`config.mk`:
```
export PLATFORM = sky130hd
export DESIGN_NAME = utf8_utf16_length_counter_core
export DESIGN_NICKNAME = d
export VERILOG_FILES = /design/src/hw/rtl/utf8l_pkg.sv /design/src/hw/rtl/utf8l_step.sv /design/src/hw/rtl/utf8l_acc.sv /design/src/hw/rtl/utf8_utf16_length_counter_core.sv
export SDC_FILE = /design/constraint.sdc
export NUM_CORES = 1
export LEC_CHECK = 0
export BUFFER_PORTS_ARGS = -buffer_cell sky130_fd_sc_hd__buf_2
export CORE_MARGIN = 1.5
export CORE_UTILIZATION = 40
export DETAILED_ROUTE_END_ITERATION = 8
export PLACE_DENSITY_LB_ADDON = 0.08
export SYNTH_ARGS = -nofsm -noshare
export SYNTH_HDL_FRONTEND = slang
export SYNTH_SLANG_ARGS = --single-unit
```
`constraint.sdc`:
```
create_clock -name clk -period 15.3 [get_ports clk]
set_input_delay 2.295 -clock clk [delete_from_list [all_inputs] [get_ports clk]]
set_output_delay 2.295 -clock clk [all_outputs]
set_load 0.05 [all_outputs]
```
`src/hw/rtl/utf8l_pkg.sv`:
```
package utf8l_pkg;

	// lead byte ranges
	localparam logic [7:0] LEAD2_LO = 8'hC2;
	localparam logic [7:0] LEAD2_HI = 8'hDF;
	localparam logic [7:0] LEAD3_LO = 8'hE0;
	localparam logic [7:0] LEAD3_HI = 8'hEF;
	localparam logic [7:0] LEAD4_LO = 8'hF0;
	localparam logic [7:0] LEAD4_HI = 8'hF4;

	// continuation byte pattern
	localparam logic [7:0] CONT_MASK = 8'hC0;
	localparam logic [7:0] CONT_CODE = 8'h80;

	// second byte limits for the shortest-form, surrogate and range checks
	localparam logic [7:0] E0_MIN_SECOND = 8'hA0;
	localparam logic [7:0] ED_LEAD       = 8'hED;
	localparam logic [7:0] ED_MAX_SECOND = 8'h9F;
	localparam logic [7:0] F0_MIN_SECOND = 8'h90;
	localparam logic [7:0] F4_MAX_SECOND = 8'h8F;

	localparam int COUNT_WIDTH_DEF = 16;
	localparam int UNIT_COUNT_W    = 16;
	localparam int INC_W           = 3;

	// next state and code unit increment for one byte
	typedef struct packed {
		logic [7:0]       lead;
		logic [1:0]       held;
		logic [INC_W-1:0] inc;
	} step_t;

	// pending sequence state as seen by the step logic
	typedef struct packed {
		logic [7:0] lead;
		logic [1:0] held;
	} pend_t;

	// sequence length opened by a byte, 1 if it cannot lead
	function automatic logic [2:0] seq_len(input logic [7:0] b);
		logic [2:0] len;
		len = 3'd1;
		if (b >= LEAD2_LO && b <= LEAD2_HI) len = 3'd2;
		if (b >= LEAD3_LO && b <= LEAD3_HI) len = 3'd3;
		if (b >= LEAD4_LO && b <= LEAD4_HI) len = 3'd4;
		return len;
	endfunction

	function automatic logic is_cont(input logic [7:0] b);
		return (b & CONT_MASK) == CONT_CODE;
	endfunction

	// second byte check against the lead
	function automatic logic second_ok(input logic [7:0] lead, input logic [7:0] b);
		logic ok;
		ok = is_cont(b);
		if (lead == LEAD3_LO && b < E0_MIN_SECOND) ok = 1'b0;
		if (lead == ED_LEAD && b > ED_MAX_SECOND) ok = 1'b0;
		if (lead == LEAD4_LO && b < F0_MIN_SECOND) ok = 1'b0;
		if (lead == LEAD4_HI && b > F4_MAX_SECOND) ok = 1'b0;
		return ok;
	endfunction

endpackage

```
`src/hw/rtl/utf8l_step.sv`:
```
module utf8l_step (
	input  utf8l_pkg::pend_t      pend,
	input  logic [7:0]            data_byte,
	input  logic                  last_byte,
	output utf8l_pkg::step_t      step
);
	import utf8l_pkg::*;

	logic [2:0] byte_len;
	logic [2:0] lead_len;
	logic [2:0] held_ext;
	logic       ok;

	assign byte_len = seq_len(data_byte);
	assign lead_len = seq_len(pend.lead);
	assign held_ext = {1'b0, pend.held};

	// continuation check for the held sequence
	always_comb begin
		ok = 1'b0;
		if (lead_len > held_ext) begin
			if (pend.held == 2'd1) begin
				ok = second_ok(pend.lead, data_byte);
			end else begin
				ok = is_cont(data_byte);
			end
		end
	end

	// next pending state and units added by this byte
	always_comb begin
		step.lead = pend.lead;
		step.held = pend.held;
		step.inc  = '0;
		if (pend.held == 2'd0) begin
			if (byte_len == 3'd1) begin
				step.inc = 3'd1;
			end else begin
				step.lead = data_byte;
				step.held = 2'd1;
			end
		end else if (ok) begin
			if (held_ext + 3'd1 == lead_len) begin
				step.inc  = (lead_len == 3'd4) ? 3'd2 : 3'd1;
				step.lead = '0;
				step.held = '0;
			end else begin
				step.held = pend.held + 2'd1;
			end
		end else begin
			// broken sequence: held bytes count one each, then retry as lead
			if (byte_len == 3'd1) begin
				step.inc  = held_ext + 3'd1;
				step.lead = '0;
				step.held = '0;
			end else begin
				step.inc  = held_ext;
				step.lead = data_byte;
				step.held = 2'd1;
			end
		end
		// end of string: leftover bytes count one each
		if (last_byte) begin
			step.inc  = step.inc + {1'b0, step.held};
			step.lead = '0;
			step.held = '0;
		end
	end

endmodule

```
`src/hw/rtl/utf8l_acc.sv`:
```
module utf8l_acc #(
	parameter int COUNT_WIDTH = utf8l_pkg::COUNT_WIDTH_DEF
) (
	input  logic                   clk,
	input  logic                   arst_n,
	input  logic                   en,
	input  logic                   last_byte,
	input  utf8l_pkg::step_t       step,
	output utf8l_pkg::pend_t       pend,
	output logic [COUNT_WIDTH-1:0] total,
	output logic                   total_ovf
);
	import utf8l_pkg::*;

	localparam logic [COUNT_WIDTH-1:0] COUNT_MAX = {COUNT_WIDTH{1'b1}};

	logic [COUNT_WIDTH-1:0] count_q;
	logic                   ovf_q;
	logic [7:0]             lead_q;
	logic [1:0]             held_q;
	logic [COUNT_WIDTH:0]   sum;

	assign pend.lead = lead_q;
	assign pend.held = held_q;

	// saturating add, carry out means past the maximum
	assign sum       = {1'b0, count_q} + {{(COUNT_WIDTH + 1 - INC_W){1'b0}}, step.inc};
	assign total     = sum[COUNT_WIDTH] ? COUNT_MAX : sum[COUNT_WIDTH-1:0];
	assign total_ovf = ovf_q | sum[COUNT_WIDTH];

	// running state, cleared after the last byte
	always_ff @(posedge clk or negedge arst_n) begin
		if (!arst_n) begin
			count_q <= '0;
			ovf_q   <= 1'b0;
			lead_q  <= '0;
			held_q  <= '0;
		end else if (en) begin
			lead_q <= step.lead;
			held_q <= step.held;
			if (last_byte) begin
				count_q <= '0;
				ovf_q   <= 1'b0;
			end else begin
				count_q <= total;
				ovf_q   <= total_ovf;
			end
		end
	end

endmodule

```
`src/hw/rtl/utf8_utf16_length_counter_core.sv`:
```
// UTF-8 to UTF-16 length counter.
// Input stream s_axis: one byte of a UTF-8 string per request, tlast on the
// final byte. Output stream m_axis: one request per string carrying the number
// of UTF-16 code units the string converts to, saturating at the counter
// width, plus a flag that saturation happened.
// Throughput: one byte per cycle while no last byte waits on a full output
// register, with the combinational decode and add in the accumulate stage. A last
// byte is taken into the input register, and its result is then loaded into the
// output register, which drives m_axis_tvalid.
// Invalid or truncated sequences count one unit per offending byte.
// Reset clears the pending sequence, the count and both registers; the next
// byte starts a new string. The output register holds a result until taken;
// while it is full and m_axis_tready is low, bytes that are not last still
// flow through, and a last byte waits in the input register, which then
// drops s_axis_tready.
module utf8_utf16_length_counter_core #(
	parameter int COUNT_WIDTH = utf8l_pkg::COUNT_WIDTH_DEF
) (
	input  logic        clk,
	input  logic        arst_n,
	input  logic        s_axis_tvalid,
	output logic        s_axis_tready,
	input  logic [7:0]  s_axis_tdata,   // [7:0] data_byte
	input  logic        s_axis_tlast,   // last_byte
	output logic        m_axis_tvalid,
	input  logic        m_axis_tready,
	output logic [23:0] m_axis_tdata    // [15:0] unit_count, [16] count_saturated
);
	import utf8l_pkg::*;

	logic                   valid_s1;
	logic [7:0]             byte_s1;
	logic                   last_s1;
	logic                   adv_s1;
	logic                   out_valid_q;
	logic [UNIT_COUNT_W-1:0] count_q;
	logic                   sat_q;
	pend_t                  pend;
	step_t                  step;
	logic [COUNT_WIDTH-1:0] total;
	logic                   total_ovf;
	logic [COUNT_WIDTH+UNIT_COUNT_W-1:0] total_ext;

	// stage 1 moves unless it holds a last byte and the output is full and not taken
	assign adv_s1        = valid_s1 && (!last_s1 || !out_valid_q || m_axis_tready);
	assign s_axis_tready = !valid_s1 || adv_s1;

	// input register
	always_ff @(posedge clk or negedge arst_n) begin
		if (!arst_n) begin
			valid_s1 <= 1'b0;
		end else if (s_axis_tready) begin
			valid_s1 <= s_axis_tvalid;
		end
	end

	always_ff @(posedge clk) begin
		if (s_axis_tready && s_axis_tvalid) begin
			byte_s1 <= s_axis_tdata;
			last_s1 <= s_axis_tlast;
		end
	end

	// decode of one byte against the pending sequence
	utf8l_step u_step (
		.pend      (pend),
		.data_byte (byte_s1),
		.last_byte (last_s1),
		.step      (step)
	);

	// running count and pending sequence
	utf8l_acc #(
		.COUNT_WIDTH (COUNT_WIDTH)
	) u_acc (
		.clk       (clk),
		.arst_n    (arst_n),
		.en        (adv_s1),
		.last_byte (last_s1),
		.step      (step),
		.pend      (pend),
		.total     (total),
		.total_ovf (total_ovf)
	);

	assign total_ext = {{UNIT_COUNT_W{1'b0}}, total};

	// output register
	always_ff @(posedge clk or negedge arst_n) begin
		if (!arst_n) begin
			out_valid_q <= 1'b0;
		end else if (adv_s1 && last_s1) begin
			out_valid_q <= 1'b1;
		end else if (m_axis_tready) begin
			out_valid_q <= 1'b0;
		end
	end

	always_ff @(posedge clk) begin
		if (adv_s1 && last_s1) begin
			count_q <= total_ext[UNIT_COUNT_W-1:0];
			sat_q   <= total_ovf;
		end
	end

	assign m_axis_tvalid = out_valid_q;
	assign m_axis_tdata  = {7'b0, sat_q, count_q};

endmodule
```
# Word level (Yosys, flattened, before mapping)
# Index checks and enable logic that the tools add are counted.
dict set report classes {
  n_reduce_logical 22
  n_eq_ne 11
  muxes 27
  magnitude_cmp 17
  addsub 4
  bitwise 1
}
# operator count
set ops {}
lappend ops {{two-way mux 13 bit} 4}
lappend ops {{greater-or-equal comparator 8 bit (second input constant)} 6}
lappend ops {{less-or-equal comparator 8 bit (second input constant)} 6}
lappend ops {{equality test 8 bit (second input constant)} 4}
lappend ops {{two-way mux 16 bit} 2}
lappend ops {{adder 16 x 3 -> 17 bit} 1}
lappend ops {{> comparator 8 bit (second input constant)} 2}
lappend ops {{< comparator 8 bit (second input constant)} 2}
lappend ops {{logical AND 1 bit} 13}
lappend ops {{two-way mux 3 bit} 4}
lappend ops {{two-way mux 1 bit} 10}
lappend ops {{two-way mux 10 bit} 1}
lappend ops {{two-way mux 2 bit} 5}
lappend ops {{two-way mux 8 bit} 1}
lappend ops {{inequality test 4 bit (second input constant)} 1}
lappend ops {{adder 2 x 1 -> 3 bit (second input constant)} 1}
lappend ops {{adder 3 x 2 -> 3 bit} 1}
lappend ops {{equality test 3 x 1 -> 1 bit (second input constant)} 1}
lappend ops {{equality test 3 bit} 1}
lappend ops {{equality test 3 bit (second input constant)} 1}
lappend ops {{> comparator 3 x 2 -> 1 bit} 1}
lappend ops {{zero test 1 bit} 3}
lappend ops {{logical OR 1 bit} 3}
lappend ops {{inequality test 3 bit (second input constant)} 1}
lappend ops {{other kinds (7)} 7}
dict set report word_totals {
  register_bits 55
  input_bits 13
}

# Longest topological paths before layout
# Gate-level depths: netlist of run 1.
dict set report logic_depth {
  depth_word 15
  depth_mapped 21
  depth_no_buf 20
}

# Modules after synthesis
# From an unflattened synthesis of run 1, not the netlist that was laid out.
dict set report hier_totals {
  hier_cells 317
  hier_area_um2 3319.4
}
# mod n_inst area_each_um2 cells_per_inst seq_area_each_um2
set by_module_without_submodules {}
lappend by_module_without_submodules {utf8l_acc 1 1695.4 174 675.6}
lappend by_module_without_submodules {utf8_utf16_length_counter_core 1 950.9 45 830.8}
lappend by_module_without_submodules {utf8l_step 1 673.1 98 0.0}

# Least setup slack after synthesis of run 1
# Ideal clock, no wire load.
dict set report synth_path {
  path_type {input-to-output}
  from {input m_axis_tready}
  to {output s_axis_tready}
  arrival_ps 2920
  n_path_buf 0
  setup_slack_ps 10085
  path_stages 2
  t_required_ps 13005
  path_cell_list {nor2b_1 > nand3_1}
}
dict set report synth_via {
  elab_chain_cells 3
}
# item line_no
set synth_lines {}
lappend synth_lines {{start: declaration} utf8_utf16_length_counter_core.sv:26} ;# input logic m_axis_tready,
lappend synth_lines {{logical OR 1 bit} utf8_utf16_length_counter_core.sv:45} ;# assign adv_s1 = valid_s1 && (!last_s1 || !out_valid_q || m_axis_tready);
lappend synth_lines {{logical AND 1 bit} utf8_utf16_length_counter_core.sv:45}
lappend synth_lines {{logical OR 1 bit} utf8_utf16_length_counter_core.sv:46} ;# assign s_axis_tready = !valid_s1 || adv_s1;
lappend synth_lines {{end: declaration} utf8_utf16_length_counter_core.sv:22} ;# output logic s_axis_tready,
# No other way between the ends.

# Worst setup path in the final report of run 1
dict set report layout_path {
  from {register u_acc.lead_q[3]}
  to {register u_acc.count_q[6]}
}
dict set report layout_via {
  elab_chain_cells 15
}
# item line_no
set layout_lines {}
lappend layout_lines {{start: declaration} utf8l_acc.sv:19} ;# logic [7:0] lead_q;
lappend layout_lines {{start signal: assignment} utf8l_acc.sv:39} ;# lead_q <= step.lead;
lappend layout_lines {{parallel branches: the longest is 8 deep, another holds greater-or-equal comparator 8 bit} --}
lappend layout_lines {{two-way mux 13 bit *} utf8l_step.sv:42} ;# end else if (ok) begin
lappend layout_lines {{two-way mux 13 bit *} utf8l_step.sv:35} ;# if (pend.held == 2'd0) begin
lappend layout_lines {{adder 3 x 2 -> 3 bit} utf8l_step.sv:64} ;# step.inc = step.inc + {1'b0, step.held};
lappend layout_lines {{two-way mux 13 bit *} utf8l_step.sv:63} ;# if (last_byte) begin
lappend layout_lines {{adder 16 x 3 -> 17 bit *} utf8l_acc.sv:27} ;# assign sum = {1'b0, count_q} + {{(COUNT_WIDTH + 1 - INC_W){1'b0}}, step.inc};
lappend layout_lines {{two-way mux 16 bit *} utf8l_acc.sv:28} ;# assign total = sum[COUNT_WIDTH] ? COUNT_MAX : sum[COUNT_WIDTH-1:0];
lappend layout_lines {{two-way mux 16 bit *} utf8l_acc.sv:41} ;# if (last_byte) begin
lappend layout_lines {{end signal: assignment} utf8l_acc.sv:45} ;# count_q <= total;
lappend layout_lines {{end: declaration} utf8l_acc.sv:17} ;# logic [COUNT_WIDTH-1:0] count_q;
# Mark *: on every way between the ends.
# A chain may end at the register's enable or synchronous reset.

==> results.sh, run 1 <==
export IMPL_drv_cap=0
export IMPL_cts_root_buffer="clkbuf_8"
export IMPL_yosysSeqAreaShare_pct=46.8
export IMPL_worst_ep_arrival_time_ns=6.48
export IMPL_combPwrFrac_pct=31.0
export IMPL_fillers=771
export IMPL_synth_top_cell_by_area="edfxtp_1"
export IMPL_finClkSkew_ns=0.00868
export IMPL_intPower_w=0.000270
export IMPL_worstSetupPathType="flip-flop to flip-flop"
export IMPL_core_area_um2=7770
export IMPL_portBuffers=31
export IMPL_hold_start="u_acc.ovf_q"
export IMPL_antenna_found_initial=0
export IMPL_hold_path_class="flip-flop to flip-flop"
export IMPL_yosys_register_bits=55
export IMPL_post_cts_setup_buffers=0
export IMPL_die_x_um=92.7
export IMPL_route_vias_total=2467
export IMPL_worstMarginPinSlew_ns=0.984
export IMPL_swShare_pct=35.3
export IMPL_holdPathStages=1
export IMPL_netlist_cell_type_count=66
export IMPL_io_pins=39
export IMPL_critPathMaxFanout=22
export IMPL_hold_buffers=0
export IMPL_grtUsageTotal_pct=17.4
export IMPL_syn_area_um2=3220
export IMPL_fin_ws_ns=9.05
export IMPL_final_cell_mix="31 x buf_2, 29 x nor2_1, 29 x dfrtp_1"
export IMPL_cts_tree="yes"
export IMPL_reg2reg_from="u_acc.lead_q[3]"
export IMPL_final_common_cell="buf_2"
export IMPL_regArea_um2=1510
export IMPL_crit_path_top_delay_cell="nand3_1"
export IMPL_dr_pass1_iters=4
export IMPL_clk_pin_slew_ns=0.11
export IMPL_tns_ns=0
export IMPL_synthCells=315
export IMPL_design_area_um2=3550
export IMPL_fin_crit_ns=6.25
export IMPL_synth_top_area_share_pct=24.2
export IMPL_hold_violations=0
export IMPL_clk_path_buf_depth=2
export IMPL_cts_max_level=2
export IMPL_grt_overflow=0
export IMPL_grt_max_degree=30
export IMPL_setup_viol=0
export IMPL_die_area_um2=8600
export IMPL_worstPathRequired_ns=15.54
export IMPL_status="finished, final reports clean"
export IMPL_async_flop_share_pct=52.7
export IMPL_hpwl_um=4780
export IMPL_drive_above_1_share_pct=16.3
export IMPL_critPathMaxStageDelay_ns=0.75
export IMPL_power_density_nw_per_um2=118
export IMPL_clock_power_share_pct=23.8
export IMPL_p_seq_share_pct=45.3
export IMPL_yosys_warnings=0
export IMPL_final_max_slew_viol_count=0
export IMPL_gp_congestion=0.889
export IMPL_grt_pass1_vias=2349
export IMPL_finalNetCount=367
export IMPL_row_count=32
export IMPL_numCtsBuffers=5
export IMPL_viasPerCell=5.54
export IMPL_n_antenna_cell=0
export IMPL_pre_cts_ws_ns=9.13
export IMPL_slew_headroom_pct=33.9
export IMPL_syn_area_per_cell_um2=10.2
export IMPL_reg2regPathDepth=19
export IMPL_synth_edff_count=26
export IMPL_finalWirelength_um=6940
export IMPL_worst_setup_path_end_kind="flip-flop"
export IMPL_utilization_pct=45.7
export IMPL_antenna_left=0
export IMPL_clkSinkCount=55
export IMPL_rsz0062_at_grt="false"
export IMPL_wl_per_cell_um=15.6
export IMPL_leakagePower_nw=1.50
export IMPL_critPathLaunchType="flip-flop"
export IMPL_drt_initial_drc_count=161
export IMPL_fin_crit_sh_pct=40.8
export IMPL_synth_flop_cell="dfrtp_1"
export IMPL_crit_chain="or4_1, o2111a_2, ha_1, nor2b_1, o211ai_1, a2bb2oi_2, o21a_2, o2bb2ai_1, ha_1, inv_1, fa_1, nand2b_1, and3_1, fa_1, nand2b_1, a211oi_2, nand3_1, a31o_2, a21oi_1"
export IMPL_multi_input_area_um2=1560
export IMPL_fmax_ghz=0.160
export IMPL_synthTopCellsByArea="edfxtp_1 24%, dfrtp_1 23%, ha_1 3.9%, nor2_1 3.4%, xnor2_1 2.7%"
export IMPL_die_h_um=92.7
export IMPL_ir_worst_vdd_mv=0.0493
export IMPL_cts_resized=0
export IMPL_drc_errors=0
export IMPL_grt_pass1_wl_um=11900
export IMPL_p_switching_w=0.000147
export IMPL_crit_start="u_acc.lead_q[3]"
export IMPL_place_area_um2=3440
export IMPL_clock_latency_ns=0.31
export IMPL_area_delta_synth_final_pct=10.1
export IMPL_floorplan_initialDensity_pct=41.5
==> metrics by stage <==
step	instances	hold WS [ns]	total power, W
floorplan	321	0.455	0.000292
global placement	437	0.470	0.000320
detailed placement	437	0.473	0.000320
CTS	445	0.497	0.000422
global route	445	0.531	0.000445
finish	445	0.499	0.000417
==> per-layer routing <==
metal | vias up | global-route usage [%] | wire length, um
li1 | 1215 | - | -
met1 | 1180 | 27.0 | 3630
met2 | 68 | 25.7 | 2980
met3 | 4 | 2.71 | 287
met4 | 0 | 3.41 | 40
met5 | - | 0 | 0
==> path summary, 6_finish.rpt <==
path	slack, ns	endpoint
max	9.05	u_acc.count_q[6]
min	0.50	u_acc.ovf_q
max reg2reg	9.05	u_acc.count_q[6]
min reg2reg	0.50	u_acc.ovf_q
max in group asynchronous	12.78	u_acc.count_q[5]
min in group asynchronous	2.05	u_acc.held_q[0]
==> state kept, by name (all words and copies together) (netlist names) <==
register and count:
byte_s1 8, count_q 16, last_s1 1, m_axis_tvalid 1
sat_q 1, u_acc.count_q 16, u_acc.held_q 2, u_acc.lead_q 8
u_acc.ovf_q 1, valid_s1 1
==> Yosys cell counts (all sizes together) (3+ instances only) <==
cell / count
and2: 4
nand4: 3
a31oi: 7
dfrtp: 29
buf: 8
and4: 3
xnor2: 10
nor2b: 5
clkbuf: 10
a31o: 3
nor2: 29
a221oi: 6
and3: 6
a22o: 4
ha: 10
nand2: 23
a211oi: 3
o21ai: 16
o211ai: 3
nand2b: 8
inv: 20
a21oi: 17
nor3: 6
edfxtp: 26
nand3: 8
o21a: 3
==> worst max-delay path, delay by kind of cell, from the launching register on <==
family,cells,cell delay (ns)
compound gates,8,2.39
simple gates,6,2.00
fa+ha+maj,4,1.29
flops,1,0.45
buf+inv,1,0.05
==> area by class of cell <==
type,count,area share (%)
Clock buffer,6,2.05
Clock inverter,2,1.09
Inverter,20,2.12
Multi-Input combinational cell,228,44.1
Sequential cell,55,42.5
Tap cell,102,3.60
Timing Repair Buffer,32,4.59
==> power groups by stage <==
stage | registers, W | logic [W] | clock network, W
after floorplan | 0.000201 | 0.0000911 | 0
after global placement | 0.000191 | 0.000129 | 0
after detailed placement | 0.000192 | 0.000129 | 0
after CTS | 0.000189 | 0.000129 | 0.000103
after global routing | 0.000191 | 0.000146 | 0.000107
final | 0.000189 | 0.000129 | 0.0000992
==> cells by family (layout without fill, tap and decap cells) <==
logic type                 Yosys count  count (layout)  synth area share (%)
AOI/OAI and AO/OA                   88              88                  20.8
xor gates and xnor gates            11              11                  2.99
adders and majority gates           12              12                  5.13
buffers and inverters               38              60                  5.36
DFF                                 55              55                  46.8
muxes                                2               2                  1.01
other                                1               7                 0.116
and+or+nand+nor                    108             108                  17.8
Power figures use the tool's default switching activity.
==> inputs of run 2 (changes only) <==
ABC_AREA = 1   (was unset)
clock period = 5.4 ns   (was 15.3 ns; I/O delays follow)
==> run 2 against run 1 <==
Hold slack improved by 0.010 ns. Count of clock-buffer cells in the layout unchanged. Cell count increased by 12%. Area after synthesis decreased by 4.3%. Register-to-register slack got worse by 8.1 ns. Sequential share of layout area increased by 2.0 points. Combinational power increased to 4.1 times the previous value. Critical endpoint is now count_q[14]. Largest power group unchanged.
==> results.sh, run 2 <==
export IMPL_slew_headroom_pct=38.5
export IMPL_synth_top_cell_by_area="edfxtp_1"
export IMPL_hold_start="u_acc.count_q[2]"
export IMPL_swShare_pct=40.9
export IMPL_grt_pass1_vias=2274
export IMPL_regArea_um2=1510
export IMPL_syn_area_um2=3080
export IMPL_synth_compound_area_share_pct=6.13
export IMPL_worstPathRequired_ns=5.46
export IMPL_syn_area_per_cell_um2=8.40
export IMPL_final_common_cell="nand2_1"
export IMPL_combPwrFrac_pct=40.9
export IMPL_final_cell_mix="99 x nand2_1, 58 x inv_1, 33 x nor2_1"
export IMPL_power_density_nw_per_um2=377
export IMPL_io_pins=39
export IMPL_cpMostUsedCell="nand2_1"
export IMPL_yosys_mux_area_fraction_pct=0
export IMPL_drive_above_1_share_pct=15.0
export IMPL_worstSetupPathType="flip-flop to flip-flop"
export IMPL_tns_ns=0
export IMPL_area_delta_synth_final_pct=9.94
export IMPL_drc_errors=0
export IMPL_die_h_um=90.8
export IMPL_largest_registers="count_q (16), u_acc.count_q (16)"
export IMPL_die_area_um2=8240
export IMPL_crit_path_top_delay_cell="fa_1"
export IMPL_critPathMaxStageDelay_ns=0.44
export IMPL_rsz0062_at_grt="false"
export IMPL_cts_tree="yes"
export IMPL_hold_violations=0
export IMPL_fin_ws_ns=1.00
export IMPL_async_flop_share_pct=52.7
export IMPL_worst_setup_path_end_kind="flip-flop"
export IMPL_r2r_end="count_q[14]"
export IMPL_use_met1_pct=19.7
export IMPL_cts_max_level=2
export IMPL_fin_crit_sh_pct=81.4
export IMPL_grtUsageTotal_pct=15.7
export IMPL_critPathLaunchType="flip-flop"
export IMPL_gp_congestion=0.815
export IMPL_hold_buffers=0
export IMPL_synth_flop_cell="dfrtp_1"
export IMPL_status="finished, final reports clean"
export IMPL_worstMarginPinSlew_ns=0.919
export IMPL_netlist_cell_type_count=31
export IMPL_clkSinkCount=55
export IMPL_ir_worst_vdd_mv=0.160
export IMPL_drv_cap=0
export IMPL_core_area_um2=7370
export IMPL_reg2reg_slack_ns=1.00
export IMPL_gr_usage_met2_pct=27.3
export IMPL_wl_per_cell_um=12.0
export IMPL_synthCells=367
export IMPL_synth_most_common_cell="nand2_1"
export IMPL_cts_resized=0
export IMPL_clk_pin_slew_ns=0.10
export IMPL_n_antenna_cell=0
export IMPL_route_vias_total=2339
export IMPL_hold_path_class="flip-flop to flip-flop"
export IMPL_reg2regPathDepth=29
export IMPL_floorplan_initialDensity_pct=41.8
export IMPL_min_to="u_acc.count_q[2]"
export IMPL_fin_crit_ns=4.40
export IMPL_yosysSeqAreaShare_pct=48.9
export IMPL_gr_max_usage_layer="met2"
export IMPL_setup_viol=0
export IMPL_yosys_warnings=0
export IMPL_numCtsBuffers=5
export IMPL_synthAdderAreaFrac_pct=5.36
export IMPL_p_switching_w=0.000524
export IMPL_synth_top_family_by_area="simple AND/OR/NAND/NOR gates"
export IMPL_synth_edff_count=26
export IMPL_pre_cts_ws_ns=1.04
export IMPL_finalWirelength_um=5990
export IMPL_portBuffers=31
export IMPL_critPathMaxFanout=5
export IMPL_drt_initial_drc_count=87
export IMPL_synthSimpleGateAreaFrac_pct=27.3
export IMPL_synthTopCellsByArea="edfxtp_1 25%, dfrtp_1 24%, nand2_1 12%, inv_1 7.1%, nand3_1 4.9%"
export IMPL_reg2reg_from="u_acc.lead_q[3]"
export IMPL_post_cts_setup_buffers=0
export IMPL_antenna_found_initial=0
export IMPL_hpwl_um=4410
export IMPL_finClkSkew_ns=0.0129
export IMPL_clock_latency_ns=0.31
export IMPL_synthXorXnorAreaFrac_pct=2.27
export IMPL_yosys_register_bits=55
export IMPL_row_count=31
export IMPL_synth_top_area_share_pct=25.3
export IMPL_p_seq_share_pct=41.3
export IMPL_clk_path_buf_depth=2
export IMPL_intPower_w=0.000755
export IMPL_antenna_left=0
export IMPL_clock_power_share_pct=17.8
export IMPL_worst_ep_arrival_time_ns=4.46
export IMPL_fmax_ghz=0.227
export IMPL_multi_input_area_um2=1290
export IMPL_viasPerCell=4.68
export IMPL_fillers=737
export IMPL_die_x_um=90.8
export IMPL_cts_root_buffer="clkbuf_8"
export IMPL_grt_max_degree=30
export IMPL_holdPathStages=2
export IMPL_leakagePower_nw=1.69
export IMPL_grt_pass1_wl_um=10400
export IMPL_finalNetCount=425
export IMPL_synth_commonest_cells="99 x nand2_1, 58 x inv_1, 33 x nor2_1, 30 x nand3_1, 29 x dfrtp_1"
export IMPL_grt_overflow=0
export IMPL_final_max_slew_viol_count=0
export IMPL_crit_start="u_acc.lead_q[3]"
export IMPL_met3_usage_pct=3.20
export IMPL_dr_pass1_iters=6
==> run 2: cells by family after synthesis <==
logic type	after synthesis
buffers and inverters	71
adders and majority gates	12
other	1
DFF	55
and+or+nand+nor	188
xor gates and xnor gates	8
AOI/OAI and AO/OA	32
==> run 2: layout make-up <==
class,count,area share [%]
Timing Repair Buffer,31,4.58
Clock buffer,6,2.14
Multi-Input combinational cell,247,38.1
Inverter,60,6.64
Clock inverter,2,0.406
Tap cell,99,3.65
Sequential cell,55,44.4
==> run 2: worst max path at each step <==
| stage | end | slack, ns |
|---|---|---|
| 6_report | count_q[14] | 1.00 |
| 5_1_grt | u_acc.count_q[0] | 0.58 |
| 4_1_cts | u_acc.count_q[2] | 0.99 |
| 3_5_place_dp | count_q[14] | 1.04 |
| 3_3_place_gp | count_q[14] | 1.11 |
| 2_1_floorplan | count_q[14] | 1.46 |
==> run 2: per-stage QoR <==
stage               hold slack, ns  instance area, um^2  util (%)  power [W]  instances
finish                       0.510                 3390      46.0    0.00128        500
global route                 0.539                 3390      46.0    0.00140        500
CTS                          0.517                 3390      46.0    0.00129        500
detailed placement           0.494                 3300      44.8    0.00106        492
global placement             0.487                 3300      44.8    0.00106        492
floorplan                    0.459                 3110         -   0.000955        373
==> run 2: metal layers <==
layer,vias up,wire length (um)
met5,-,0
met4,0,112
met3,12,173
met2,49,2890
met1,1061,2810
li1,1217,-
==> run 2: critical path: cells and delay by family (launching register included) <==
| kind | cells | cell delay (ns) |
|---|---|---|
| AOI/OAI and AO/OA | 3 | 0.46 |
| DFF | 1 | 0.43 |
| buffers and inverters | 3 | 0.17 |
| and+or+nand+nor | 18 | 1.66 |
| xor gates and xnor gates | 1 | 0.13 |
| adders and majority gates | 4 | 1.30 |
==> run 2: power groups by stage <==
stage	clock (W)	sequential, W	combinational (W)
after detailed placement	0	0.000538	0.000523
final	0.000228	0.000528	0.000523
after floorplan	0	0.000587	0.000368
after global placement	0	0.000538	0.000527
after CTS	0.000238	0.000529	0.000526
after global routing	0.000254	0.000536	0.000613
==> inputs of run 3 (changes only) <==
ABC_AREA = 0   (was 1)
clock period = 3.7 ns   (was 5.4 ns; I/O delays follow)
==> run 3 against run 2 <==
Clock skew grew 0.0017 ns. Critical path type unchanged. Via count grew 18%. Largest cell class is now multi-input combinational cells. The run now ends with negative setup slack left. Wire length grew 34%. Hold slack lost 0.22 ns. Register-to-register slack lost 2.1 ns. Non-clock buffer count grew 64. Sequential power grew 44%. Core utilization grew 9.4 points.
==> results.sh, run 3 (synthesis results as in run 1) <==
export IMPL_worst_path_buf_inv=2
export IMPL_hold_violations=0
export IMPL_fin_ws_ns=-1.11
export IMPL_wl_per_cell_um=15.7
export IMPL_violations="negative setup slack"
export IMPL_worstSetupPathType="flip-flop to flip-flop"
export IMPL_drive_above_1_share_pct=37.1
export IMPL_utilization_pct=55.4
export IMPL_worstPathRequired_ns=3.94
export IMPL_dr_pass1_iters=4
export IMPL_critPathLaunchType="flip-flop"
export IMPL_critPathMaxStageDelay_ns=0.53
export IMPL_viasPerCell=5.43
export IMPL_finalNetCount=431
export IMPL_die_h_um=92.7
export IMPL_hold_buffers=0
export IMPL_gp_congestion=0.851
export IMPL_crit_chain="or4_4, o2111a_2, ha_4, nor2b_1, o211ai_1, a2bb2oi_4, or3_4, nand3_2, ha_4, inv_2, fa_1, nand2b_4, and3_4, fa_2, nand2b_4, a211oi_4, buf_6, nand3_4, a31o_4, a21oi_2"
export IMPL_floorplan_initialDensity_pct=41.5
export IMPL_fmax_ghz=0.208
export IMPL_fin_crit_ns=4.81
export IMPL_drv_cap=0
export IMPL_holdWs_ns=0.286
export IMPL_numCtsBuffers=5
export IMPL_critical_path_top_delay_family="simple AND/OR/NAND/NOR gates"
export IMPL_final_max_slew_viol_count=0
export IMPL_clk_pin_slew_ns=0.11
export IMPL_final_cell_mix="57 x buf_4, 31 x buf_2, 29 x nor2_1, 29 x dfrtp_1, 26 x edfxtp_1"
export IMPL_hpwl_um=5580
export IMPL_leakagePower_nw=1.87
export IMPL_fillers=708
export IMPL_clk_path_buf_depth=2
export IMPL_grtUsageTotal_pct=19.8
export IMPL_die_x_um=92.7
export IMPL_totalPowerFinal_w=0.00208
export IMPL_antenna_found_initial=0
export IMPL_slew_headroom_pct=33.8
export IMPL_setup_viol=34
export IMPL_io_pins=39
export IMPL_finalWirelength_um=8000
export IMPL_critPathMaxFanout=6
export IMPL_fin_crit_sh_pct=130
export IMPL_grt_max_degree=30
export IMPL_drc_errors=0
export IMPL_portBuffers=31
export IMPL_cts_tree="yes"
export IMPL_worst_setup_path_end_kind="flip-flop"
export IMPL_grt_overflow=0
export IMPL_grt_pass1_vias=2620
export IMPL_worst_ep_arrival_time_ns=5.05
export IMPL_crit_path_top_delay_cell="or4_4"
export IMPL_ir_worst_vdd_mv=0.283
export IMPL_grt_pass1_wl_um=13400
export IMPL_die_area_um2=8600
export IMPL_antenna_left=0
export IMPL_cts_max_level=2
export IMPL_core_area_um2=7770
export IMPL_largest_registers="count_q (16), u_acc.count_q (16)"
export IMPL_power_density_nw_per_um2=484
export IMPL_n_antenna_cell=0
export IMPL_row_count=32
export IMPL_final_common_cell="buf_4"
export IMPL_rsz0062_at_grt="true"
export IMPL_finClkSkew_ns=0.0146
export IMPL_route_vias_total=2762
export IMPL_cts_root_buffer="clkbuf_8"
export IMPL_drt_initial_drc_count=140
export IMPL_area_delta_synth_final_pct=33.6
export IMPL_clock_latency_ns=0.31
export IMPL_status="finished with violations"
export IMPL_worstMarginPinSlew_ns=0.985
export IMPL_clkSinkCount=55
export IMPL_hold_path_class="input pin to async pin"
==> run 3: path summary, 6_finish.rpt <==
check | from | endpoint | slack, ns | cells past startpoint
min in group clk | s_axis_tdata[1] | byte_s1[1] | 0.42 | 1
max | u_acc.lead_q[3] | u_acc.count_q[6] | -1.11 | 20
min | arst_n | m_axis_tvalid | 0.29 | 1
max reg2reg | u_acc.lead_q[3] | u_acc.count_q[6] | -1.11 | 20
min reg2reg | u_acc.ovf_q | u_acc.ovf_q | 0.50 | 1
max in group asynchronous | arst_n | u_acc.lead_q[2] | 2.91 | 1
==> run 3: stage by stage <==
step	cells	instance area [um^2]	worst slack (ns)	TNS, ns
finish	509	4300	-1.11	-35.24
global route	509	4300	-1.28	-41.25
CTS	507	4170	-1.13	-35.54
detailed placement	493	3920	-1.17	-36.62
global placement	493	3920	-1.09	-34.43
floorplan	321	3320	-1.19	-36.01
==> run 3: worst register-to-register path: stages (launching register included) <==
cell and delay, ns:
dfrtp_1 0.39, or4_4 0.53, o2111a_2 0.31, ha_4 0.21
nor2b_1 0.12, o211ai_1 0.27, a2bb2oi_4 0.10, or3_4 0.34
nand3_2 0.10, ha_4 0.13, inv_2 0.03, fa_1 0.43
nand2b_4 0.15, and3_4 0.15, fa_2 0.34, nand2b_4 0.17
a211oi_4 0.26, buf_6 0.15, nand3_4 0.13, a31o_4 0.30
a21oi_2 0.12
==> run 3: power by group <==
part           switching [W]  total [W]  internal [W]  leakage [nW]
Clock               0.000218   0.000493      0.000275        0.0703
Combinational       0.000438   0.000831      0.000393          1.15
Sequential         0.0000434   0.000760      0.000716         0.652
==> run 3: layout make-up <==
cell class	count	area [um^2]	share of cell area (%)
multi-input combinational	229	1780	41.4
tap	102	128	2.97
timing repair buffer	95	671	15.6
sequential	55	1510	35.0
clock buffer	5	68.8	1.60
inverter	20	75.1	1.74
clock inverter	3	71.3	1.66
==> run 3: what timing repair did <==
item,in CTS,in global routing
pin swaps,9,12
gates cloned,1,0
gates resized for setup,12,25
setup endpoints to repair,34,34
setup buffers,6,2
endpoints found under the hold margin,0,0
==> run 3: metal layers <==
layer,up-vias,global-route usage (%),wire (um)
met5,-,0,0
met4,0,3.79,57
met3,6,3.20,316
met2,63,29.8,3530
met1,1349,30.0,4100
li1,1344,-,-
